<file path="src/rtl/swmr_pkg.sv">
// package for the sliding window mean and range unit
// holds widths, window length and the command and status structs
// no dependencies
package swmr_pkg;

   localparam int WINDOW   = 19;
   localparam int SAMPLE_W = 56;
   localparam int COUNT_W  = 5;
   localparam int SLOT_W   = $clog2(WINDOW);
   localparam int CNT_W    = $clog2(WINDOW + 1);
   localparam int SUM_W    = SAMPLE_W + $clog2(WINDOW);
   localparam int DIV_W    = SUM_W + (SUM_W % 2);
   localparam int DIV_STEPS = DIV_W / 2;
   localparam int DCNT_W   = $clog2(DIV_STEPS + 1);

   typedef struct packed {
      logic load;
      logic rd_old;
      logic update;
      logic scan;
      logic div_start;
      logic div_step;
      logic out_load;
   } swmr_cmd_type;

   typedef struct packed {
      logic scan_done;
      logic div_last;
   } swmr_status_type;

endpackage

</file>
<file path="src/rtl/swmr_ctrl.sv">
// controller state machine of the sliding window mean and range unit
// sequences read of the oldest entry, update, scan, divide and result load
// depends on swmr_pkg
module swmr_ctrl (
   input  logic                      clock,
   input  logic                      reset,
   input  logic                      req_valid,
   output logic                      req_stall,
   output logic                      rsp_valid,
   input  logic                      rsp_stall,
   input  swmr_pkg::swmr_status_type status,
   output swmr_pkg::swmr_cmd_type    cmd
);
   import swmr_pkg::*;

   localparam logic [2:0] ST_IDLE   = 3'd0;
   localparam logic [2:0] ST_RD_OLD = 3'd1;
   localparam logic [2:0] ST_UPDATE = 3'd2;
   localparam logic [2:0] ST_SCAN   = 3'd3;
   localparam logic [2:0] ST_DIV    = 3'd4;
   localparam logic [2:0] ST_FINISH = 3'd5;

   logic [2:0] state_ff, state_in;
   logic       out_vld_ff, out_vld_in;
   logic       out_free;

   assign req_stall = (state_ff != ST_IDLE);
   assign rsp_valid = out_vld_ff;
   assign out_free  = !out_vld_ff || !rsp_stall;

   always_comb begin
      state_in = state_ff;
      cmd      = '0;
      case (state_ff)
         ST_IDLE: begin
            if (req_valid) begin
               cmd.load = 1'b1;
               state_in = ST_RD_OLD;
            end
         end
         ST_RD_OLD: begin
            cmd.rd_old = 1'b1;
            state_in   = ST_UPDATE;
         end
         ST_UPDATE: begin
            cmd.update = 1'b1;
            state_in   = ST_SCAN;
         end
         ST_SCAN: begin
            if (status.scan_done) begin
               cmd.div_start = 1'b1;
               state_in      = ST_DIV;
            end else begin
               cmd.scan = 1'b1;
            end
         end
         ST_DIV: begin
            cmd.div_step = 1'b1;
            if (status.div_last) begin
               state_in = ST_FINISH;
            end
         end
         ST_FINISH: begin
            if (out_free) begin
               cmd.out_load = 1'b1;
               state_in     = ST_IDLE;
            end
         end
         default: begin
            state_in = ST_IDLE;
         end
      endcase
   end

   always_comb begin
      out_vld_in = out_vld_ff;
      if (rsp_valid && !rsp_stall) begin
         out_vld_in = 1'b0;
      end
      if (cmd.out_load) begin
         out_vld_in = 1'b1;
      end
   end

   always_ff @(posedge clock) begin
      if (reset) begin
         state_ff   <= ST_IDLE;
         out_vld_ff <= 1'b0;
      end else begin
         state_ff   <= state_in;
         out_vld_ff <= out_vld_in;
      end
   end

endmodule

</file>
<file path="src/rtl/swmr_datapath.sv">
// datapath of the sliding window mean and range unit
// window memory, running sum, min and max scan, radix-4 divider, result registers
// depends on swmr_pkg
module swmr_datapath (
   input  logic                          clock,
   input  logic                          reset,
   input  swmr_pkg::swmr_cmd_type        cmd,
   output swmr_pkg::swmr_status_type     status,
   input  logic [swmr_pkg::SAMPLE_W-1:0] req_sample,
   output logic [swmr_pkg::SAMPLE_W-1:0] rsp_mean_value,
   output logic [swmr_pkg::SAMPLE_W-1:0] rsp_spread,
   output logic [swmr_pkg::COUNT_W-1:0]  rsp_held_count
);
   import swmr_pkg::*;

   localparam logic [CNT_W-1:0]  WIN_CNT   = CNT_W'(WINDOW);
   localparam logic [SLOT_W-1:0] LAST_SLOT = SLOT_W'(WINDOW - 1);
   localparam logic [DCNT_W-1:0] LAST_STEP = DCNT_W'(DIV_STEPS - 1);

   logic [SAMPLE_W-1:0] mem [WINDOW];
   logic [SAMPLE_W-1:0] rd_data_ff;
   logic                rd_en;
   logic [SLOT_W-1:0]   rd_addr;

   logic [SAMPLE_W-1:0] sample_ff;
   logic [SLOT_W-1:0]   slot_ff, slot_in;
   logic [CNT_W-1:0]    fill_ff, fill_in;
   logic [SUM_W-1:0]    sum_ff, sum_in;
   logic                full;
   logic [SUM_W-1:0]    old_ext;

   logic [CNT_W-1:0]    idx_ff, idx_in;
   logic                pend_ff, pend_in;
   logic                scan_more;
   logic [SAMPLE_W-1:0] hi_ff, hi_in, lo_ff, lo_in;

   logic [CNT_W-1:0]    rem_ff, rem_in;
   logic [DIV_W-1:0]    quo_ff, quo_in;
   logic [DCNT_W-1:0]   dcnt_ff, dcnt_in;
   logic [CNT_W:0]      t1, t2, dvs;
   logic [CNT_W-1:0]    r1, r2;
   logic                ge1, ge2;

   logic [CNT_W+COUNT_W-1:0] fill_wide;

   // window memory
   assign full      = (fill_ff == WIN_CNT);
   assign scan_more = (idx_ff < fill_ff);
   assign rd_en     = cmd.rd_old || (cmd.scan && scan_more);
   assign rd_addr   = cmd.rd_old ? slot_ff : idx_ff[SLOT_W-1:0];

   always_ff @(posedge clock) begin
      if (cmd.update) begin
         mem[slot_ff] <= sample_ff;
      end
      if (rd_en) begin
         rd_data_ff <= mem[rd_addr];
      end
   end

   // window bookkeeping and running sum
   assign old_ext = {{(SUM_W - SAMPLE_W){1'b0}}, rd_data_ff};

   always_comb begin
      slot_in = slot_ff;
      fill_in = fill_ff;
      sum_in  = sum_ff;
      if (cmd.update) begin
         slot_in = (slot_ff == LAST_SLOT) ? '0 : slot_ff + 1'b1;
         fill_in = full ? fill_ff : fill_ff + 1'b1;
         sum_in  = (full ? sum_ff - old_ext : sum_ff)
                   + {{(SUM_W - SAMPLE_W){1'b0}}, sample_ff};
      end
   end

   // min and max scan over held entries
   always_comb begin
      idx_in  = idx_ff;
      pend_in = pend_ff;
      hi_in   = hi_ff;
      lo_in   = lo_ff;
      if (cmd.update) begin
         idx_in  = '0;
         pend_in = 1'b0;
         hi_in   = '0;
         lo_in   = '1;
      end else if (cmd.scan) begin
         pend_in = scan_more;
         if (scan_more) begin
            idx_in = idx_ff + 1'b1;
         end
         if (pend_ff) begin
            if (rd_data_ff > hi_ff) begin
               hi_in = rd_data_ff;
            end
            if (rd_data_ff < lo_ff) begin
               lo_in = rd_data_ff;
            end
         end
      end
   end

   assign status.scan_done = !scan_more && !pend_ff;

   // two quotient bits per cycle
   assign dvs = {1'b0, fill_ff};
   assign t1  = {rem_ff, quo_ff[DIV_W-1]};
   assign ge1 = (t1 >= dvs);
   assign r1  = ge1 ? CNT_W'(t1 - dvs) : CNT_W'(t1);
   assign t2  = {r1, quo_ff[DIV_W-2]};
   assign ge2 = (t2 >= dvs);
   assign r2  = ge2 ? CNT_W'(t2 - dvs) : CNT_W'(t2);

   always_comb begin
      rem_in  = rem_ff;
      quo_in  = quo_ff;
      dcnt_in = dcnt_ff;
      if (cmd.div_start) begin
         rem_in  = '0;
         quo_in  = {{(DIV_W - SUM_W){1'b0}}, sum_ff};
         dcnt_in = '0;
      end else if (cmd.div_step) begin
         rem_in  = r2;
         quo_in  = {quo_ff[DIV_W-3:0], ge1, ge2};
         dcnt_in = dcnt_ff + 1'b1;
      end
   end

   assign status.div_last = (dcnt_ff == LAST_STEP);

   assign fill_wide = {{COUNT_W{1'b0}}, fill_ff};

   always_ff @(posedge clock) begin
      if (reset) begin
         slot_ff <= '0;
         fill_ff <= '0;
         sum_ff  <= '0;
         pend_ff <= 1'b0;
      end else begin
         slot_ff <= slot_in;
         fill_ff <= fill_in;
         sum_ff  <= sum_in;
         pend_ff <= pend_in;
      end
   end

   always_ff @(posedge clock) begin
      if (cmd.load) begin
         sample_ff <= req_sample;
      end
      idx_ff  <= idx_in;
      hi_ff   <= hi_in;
      lo_ff   <= lo_in;
      rem_ff  <= rem_in;
      quo_ff  <= quo_in;
      dcnt_ff <= dcnt_in;
      if (cmd.out_load) begin
         rsp_mean_value <= quo_ff[SAMPLE_W-1:0];
         rsp_spread     <= hi_ff - lo_ff;
         rsp_held_count <= fill_wide[COUNT_W-1:0];
      end
   end

endmodule

</file>
<file path="src/rtl/sliding_window_mean_range_unit.sv">
// sliding window mean and range unit
// a request passes through read of the oldest entry, update, the one-port window scan
// and the two-bits-per-cycle divider before its result is loaded
// one item at a time; a waiting result does not block the next input
// reset (synchronous, active high) empties the window and clears the running sum
// no clearing pass: window entries are only used once written
module sliding_window_mean_range_unit (
   input  logic                          clock,
   input  logic                          reset,
   input  logic                          req_valid,
   output logic                          req_stall,
   input  logic [swmr_pkg::SAMPLE_W-1:0] req_sample,
   output logic                          rsp_valid,
   input  logic                          rsp_stall,
   output logic [swmr_pkg::SAMPLE_W-1:0] rsp_mean_value,
   output logic [swmr_pkg::SAMPLE_W-1:0] rsp_spread,
   output logic [swmr_pkg::COUNT_W-1:0]  rsp_held_count
);
   import swmr_pkg::*;

   swmr_cmd_type    cmd;
   swmr_status_type status;

   swmr_ctrl u_ctrl (
      .clock     (clock),
      .reset     (reset),
      .req_valid (req_valid),
      .req_stall (req_stall),
      .rsp_valid (rsp_valid),
      .rsp_stall (rsp_stall),
      .status    (status),
      .cmd       (cmd)
   );

   swmr_datapath u_datapath (
      .clock          (clock),
      .reset          (reset),
      .cmd            (cmd),
      .status         (status),
      .req_sample     (req_sample),
      .rsp_mean_value (rsp_mean_value),
      .rsp_spread     (rsp_spread),
      .rsp_held_count (rsp_held_count)
   );

endmodule
</file>
<file path="config.mk">
export PLATFORM = sky130hd
export DESIGN_NAME = sliding_window_mean_range_unit
export DESIGN_NICKNAME = d
export VERILOG_FILES = /design/src/rtl/swmr_pkg.sv /design/src/rtl/swmr_ctrl.sv /design/src/rtl/swmr_datapath.sv /design/src/rtl/sliding_window_mean_range_unit.sv
export SDC_FILE = /design/constraint.sdc
export NUM_CORES = 2
export LEC_CHECK = 0
export ABC_CLOCK_PERIOD_IN_PS = 9500
export BUFFER_PORTS_ARGS = -buffer_cell sky130_fd_sc_hd__buf_2
export CORE_MARGIN = 8
export CORE_UTILIZATION = 50
export CTS_CLUSTER_SIZE = 14
export DETAILED_ROUTE_END_ITERATION = 16
export GPL_TIMING_DRIVEN = 1
export PLACE_DENSITY = 0.78
export SLEW_MARGIN = 20
export SYNTH_ARGS = -nofsm -noshare
export SYNTH_HDL_FRONTEND = slang
export SYNTH_SLANG_ARGS = --single-unit
</file>
<file path="constraint.sdc">
create_clock -name clock -period 9.5 [get_ports clock]
set_input_delay 1.425 -clock clock [delete_from_list [all_inputs] [get_ports clock]]
set_output_delay 1.425 -clock clock [all_outputs]
set_load 0.005 [all_outputs]
</file>
==> impl_metrics.yaml <==
outcome:
  status: "finished clean"
placement:
  pre_cts_slack_ns: 3.002
  buffer_ports.inserted: 178
  globalplace.congestion: 0.9790
  dp_hpwl_microns: 112600
power:
  irDropWorstVdd_uv: 183.1
  cellLeakagePower_nw: 30.07
  p_per_area_mw_per_mm2: 202.3
global_routing:
  total_overflow_reported_by_the_global_router: 0
  first_global_vias: 45180
  grt_first_pass_wirelength_microns: 270200
  grt_start_max_net_pins: 208
  grt_antenna_before_repair: 21
  grt_usage_pct: 22.41
setup_path:
  critical-path-top-cell-by-count: "sky130_fd_sc_hd__o21ai_0"
  cp_data_arrival_time_ns: 7.17
  required_ns: 10.17
  slowest_library_cell_on_the_worst_path: "sky130_fd_sc_hd__or4b_1"
  critical_path_cell_list: "inv_1, ha_1, a21oi_1, o21ai_0, or2_2, o21ai_0, o21ai_0, a31oi_1, o21ai_0, a21o_1, a21oi_1, xor2_1, o21ai_0, ha_1, nand2_1, or3_1, or4b_1, a31oi_1, a311oi_1, a21oi_1, o21ai_0, and3_1, o41ai_1, mux2_1"
  critical_path.max_fanout: 6
  crit_start: "u_datapath.rd_data_ff[6]"
  crit_path_start_kind: "flip-flop"
  worst_r2r_startpoint: "u_datapath.rd_data_ff[6]"
  crit_path_max_incr_delay_ns: 0.51
  critical_path_class: "reg -> reg"
  worstSetupEndpointType: "flip-flop"
detailed_routing:
  detailroute.wirelength.met2_microns: 84320
  drt_first_iter_violations: 5267
  totalWireLength_microns: 180800
  detail_route.wl_per_cell_microns: 24.08
  drt-met1-wl_microns: 71980
  top_routing_layer_in_use: "met5"
  post-route-drc-count: 0
  vias_per_cell: 6.046
  route.vias.total: 45400
  1st_pass_router_iterations: 6
  dr_wl_met3_microns: 18020
  ant_nets: 0
yosys:
  synth.net_count: 5717
  synth_seq_area_share_pct: 62.72
  ys_dominant_reg_cell: "sky130_fd_sc_hd__edfxtp_1"
  synth_warnings: 0
  syn_area_per_cell_sq_um: 13.35
  synth_enable_flop_cells: 1354
  postSynthCellCount: 5345
  synthesis.area_sq_mm: 0.07134
  ys_types: 94
  synthArstFlopShare_pct: 0
  synth-seq-cells: 1558
finish:
  fin_nets: 5863
  final_layout_size_suffix_gt1_share_pct: 14.87
  fillers: 10980
  layout-area-overhead-vs-synth_pct: 11.14
  final_core_util_pct: 56.00
flow_run:
  max_cap_viol_count: 0
timing:
  grt_setup_unrepaired: "false"
  fin_worst_skew_ns: 0.02716
  tns_ns: 0
  number_of_failing_setup_endpoints_in_the_final_timing_report: 0
  worst_setup_slack_after_layout_ns: 3.002
  final-max-slew-violation-count: 0
  report.final.hold_viol_count: 0
  max_freq_mhz: 153.9
  final_period_minus_worst_setup_slack_ns: 6.498
  fin_crit_sh_pct: 68.40
  slew_headroom_pct: 21.47
  tightest_slew_ns: 1.178
floorplanning:
  initial_core_utilization_pct: 50.39
  die-height_microns: 393.7
  core_region_area_sq_mm: 0.1416
  dieArea_sq_mm: 0.1550
  row_count: 138
  die_w_microns: 393.7
  boundary_pins: 179
clock_network:
  tritoncts: "built"
  postCtsSetupBuffers: 0
  cts-buffers-inserted: 154
  clockRootBuffer: "sky130_fd_sc_hd__clkbuf_16"
  hold_buffers: 0
  clock_slew_seen_by_the_registers_of_the_worst_setup_and_hold_paths_ns: 0.06
  post_cts.resized_instances: 0
  cts-htree-levels: 4
  clk_path_buf_depth: 3
  cts_sinks: 1558
  clk-insertion-delay-late_ns: 0.80
worst_hold_path:
  hold_start: "u_datapath.quo_ff[43]"
  hold_path_class: "reg -> reg"
[sequential cells by signal (all words and copies together), names as in the netlist]
register and flops:
u_datapath.pend_ff 1, u_datapath.sum_ff 61, u_datapath.rsp_spread 56, u_datapath.rem_ff 5, u_ctrl.state_ff 3, u_datapath.sample_ff 56, u_datapath.quo_ff 62, u_datapath.rsp_held_count 5
u_datapath.idx_ff 5, u_datapath.fill_ff 5, u_datapath.slot_ff 5, u_ctrl.rsp_valid 1, u_datapath.hi_ff 56, u_datapath.rsp_mean_value 56, u_datapath.mem 1064, u_datapath.rd_data_ff 56
u_datapath.lo_ff 56, u_datapath.dcnt_ff 5
[worst paths after layout]
check / to / slack, ns / cells after the start
hold / removal: u_datapath.rsp_mean_value[43] / 0.45 / 0
setup / recovery: u_datapath.sum_ff[60] / 3.00 / 24
hold reg to reg: u_datapath.rsp_mean_value[43] / 0.45 / 0
setup reg to reg: u_datapath.sum_ff[60] / 3.00 / 24
[cells by family (layout without fill, tap and decap cells)]
logic type | Yosys count | after routing | synth area share, %
flops | 1558 | 1558 | 62.72
simple gates | 1419 | 1419 | 9.083
compound gates | 1042 | 1042 | 8.808
buf+inv | 481 | 751 | 2.641
mux | 361 | 361 | 9.116
fa+ha+maj | 312 | 312 | 5.524
xor+xnor | 172 | 172 | 2.112
other cells | 0 | 3 | 0
[placed cells by master (no fill, tap or decap), types with 26 or more instances in the layout]
cell type                   instances
sky130_fd_sc_hd__a21o_1           169
sky130_fd_sc_hd__a21oi_1          330
sky130_fd_sc_hd__a31oi_1           26
sky130_fd_sc_hd__buf_2            178
sky130_fd_sc_hd__buf_4             63
sky130_fd_sc_hd__clkbuf_1          34
sky130_fd_sc_hd__clkbuf_16        159
sky130_fd_sc_hd__clkinv_1          27
sky130_fd_sc_hd__dfxtp_1          204
sky130_fd_sc_hd__edfxtp_1        1354
sky130_fd_sc_hd__ha_1             307
sky130_fd_sc_hd__inv_1            221
sky130_fd_sc_hd__mux2_2            68
sky130_fd_sc_hd__mux2i_1           62
sky130_fd_sc_hd__mux4_2           224
sky130_fd_sc_hd__nand2_1          622
sky130_fd_sc_hd__nand2b_1          31
sky130_fd_sc_hd__nand3_1          319
sky130_fd_sc_hd__nand4_1           62
sky130_fd_sc_hd__nor2_1           197
sky130_fd_sc_hd__nor2b_1           35
sky130_fd_sc_hd__nor3_1            33
sky130_fd_sc_hd__o21ai_0          339
sky130_fd_sc_hd__xnor2_1          102
sky130_fd_sc_hd__xor2_1            70
[cell type report]
type,count,area (sq um),area share (%)
inverter,225,844.6,1.065
clock inverter,81,782.0,0.9862
tap,1890,2365,2.982
clock buffer,199,4189,5.283
antenna,3,7.507,0.009468
timing repair buffer,246,1471,1.856
sequential,1558,44740,56.43
multi-input combinational,3306,24890,31.39
[worst max-delay path: cells and delay by family, from the launching register on]
family / cells / cell delay, ns
AOI/OAI and AO/OA: 14 / 3.03
xor gates and xnor gates: 1 / 0.17
adders and majority gates: 2 / 0.69
buffers and inverters: 1 / 0.13
DFF: 1 / 0.44
muxes: 1 / 0.36
and+or+nand+nor: 5 / 1.57
[Yosys cell counts (13+ instances only)]
cell type / number / area share [%]
sky130_fd_sc_hd__a211oi_1: 17 / 0.18
sky130_fd_sc_hd__a21o_1: 169 / 1.8
sky130_fd_sc_hd__a21oi_1: 332 / 2.3
sky130_fd_sc_hd__a31oi_1: 26 / 0.23
sky130_fd_sc_hd__and2_1: 21 / 0.18
sky130_fd_sc_hd__and3_1: 26 / 0.23
sky130_fd_sc_hd__buf_1: 24 / 0.13
sky130_fd_sc_hd__buf_2: 39 / 0.27
sky130_fd_sc_hd__clkbuf_1: 186 / 0.98
sky130_fd_sc_hd__dfxtp_1: 204 / 5.7
sky130_fd_sc_hd__edfxtp_1: 1354 / 57
sky130_fd_sc_hd__ha_1: 307 / 5.4
sky130_fd_sc_hd__inv_1: 222 / 1.2
sky130_fd_sc_hd__mux2_2: 69 / 1.1
sky130_fd_sc_hd__mux2i_1: 67 / 0.94
sky130_fd_sc_hd__mux4_2: 224 / 7.1
sky130_fd_sc_hd__nand2_1: 624 / 3.3
sky130_fd_sc_hd__nand2b_1: 31 / 0.27
sky130_fd_sc_hd__nand3_1: 319 / 2.2
sky130_fd_sc_hd__nand4_1: 62 / 0.54
sky130_fd_sc_hd__nor2_1: 199 / 1.0
sky130_fd_sc_hd__nor2b_1: 35 / 0.31
sky130_fd_sc_hd__nor3_1: 34 / 0.24
sky130_fd_sc_hd__o211ai_1: 13 / 0.14
sky130_fd_sc_hd__o21a_1: 18 / 0.19
sky130_fd_sc_hd__o21ai_0: 339 / 2.4
sky130_fd_sc_hd__o21bai_1: 24 / 0.25
sky130_fd_sc_hd__xnor2_1: 102 / 1.3
sky130_fd_sc_hd__xor2_1: 70 / 0.86
[metal layers]
layer	track usage, %	up-vias
met5	0	-
li1	-	20440
met2	36.25	2338
met1	29.75	22180
met3	5.209	411
met4	8.096	26
[stage by stage]
stage	total power, mW	instance area, sq um	instances	hold WS (ns)
final	16.04	79290	7508	0.4485
after global routing	16.59	79280	7505	0.4559
after CTS	16.10	79260	7504	0.4517
after detailed placement	10.10	74290	7224	0.4363
after global placement	10.03	74290	7224	0.4244
after floorplan	9.478	71350	5345	0.4081
[report_power, final]
group / leakage (nW) / total, mW / internal (mW) / switching (mW)
registers: 13.9 / 7.95 / 7.70 / 0.257
clock network: 2.42 / 6.03 / 3.41 / 2.62
logic: 13.8 / 2.06 / 0.824 / 1.23
No activity file was read; power rests on OpenSTA's default activity.
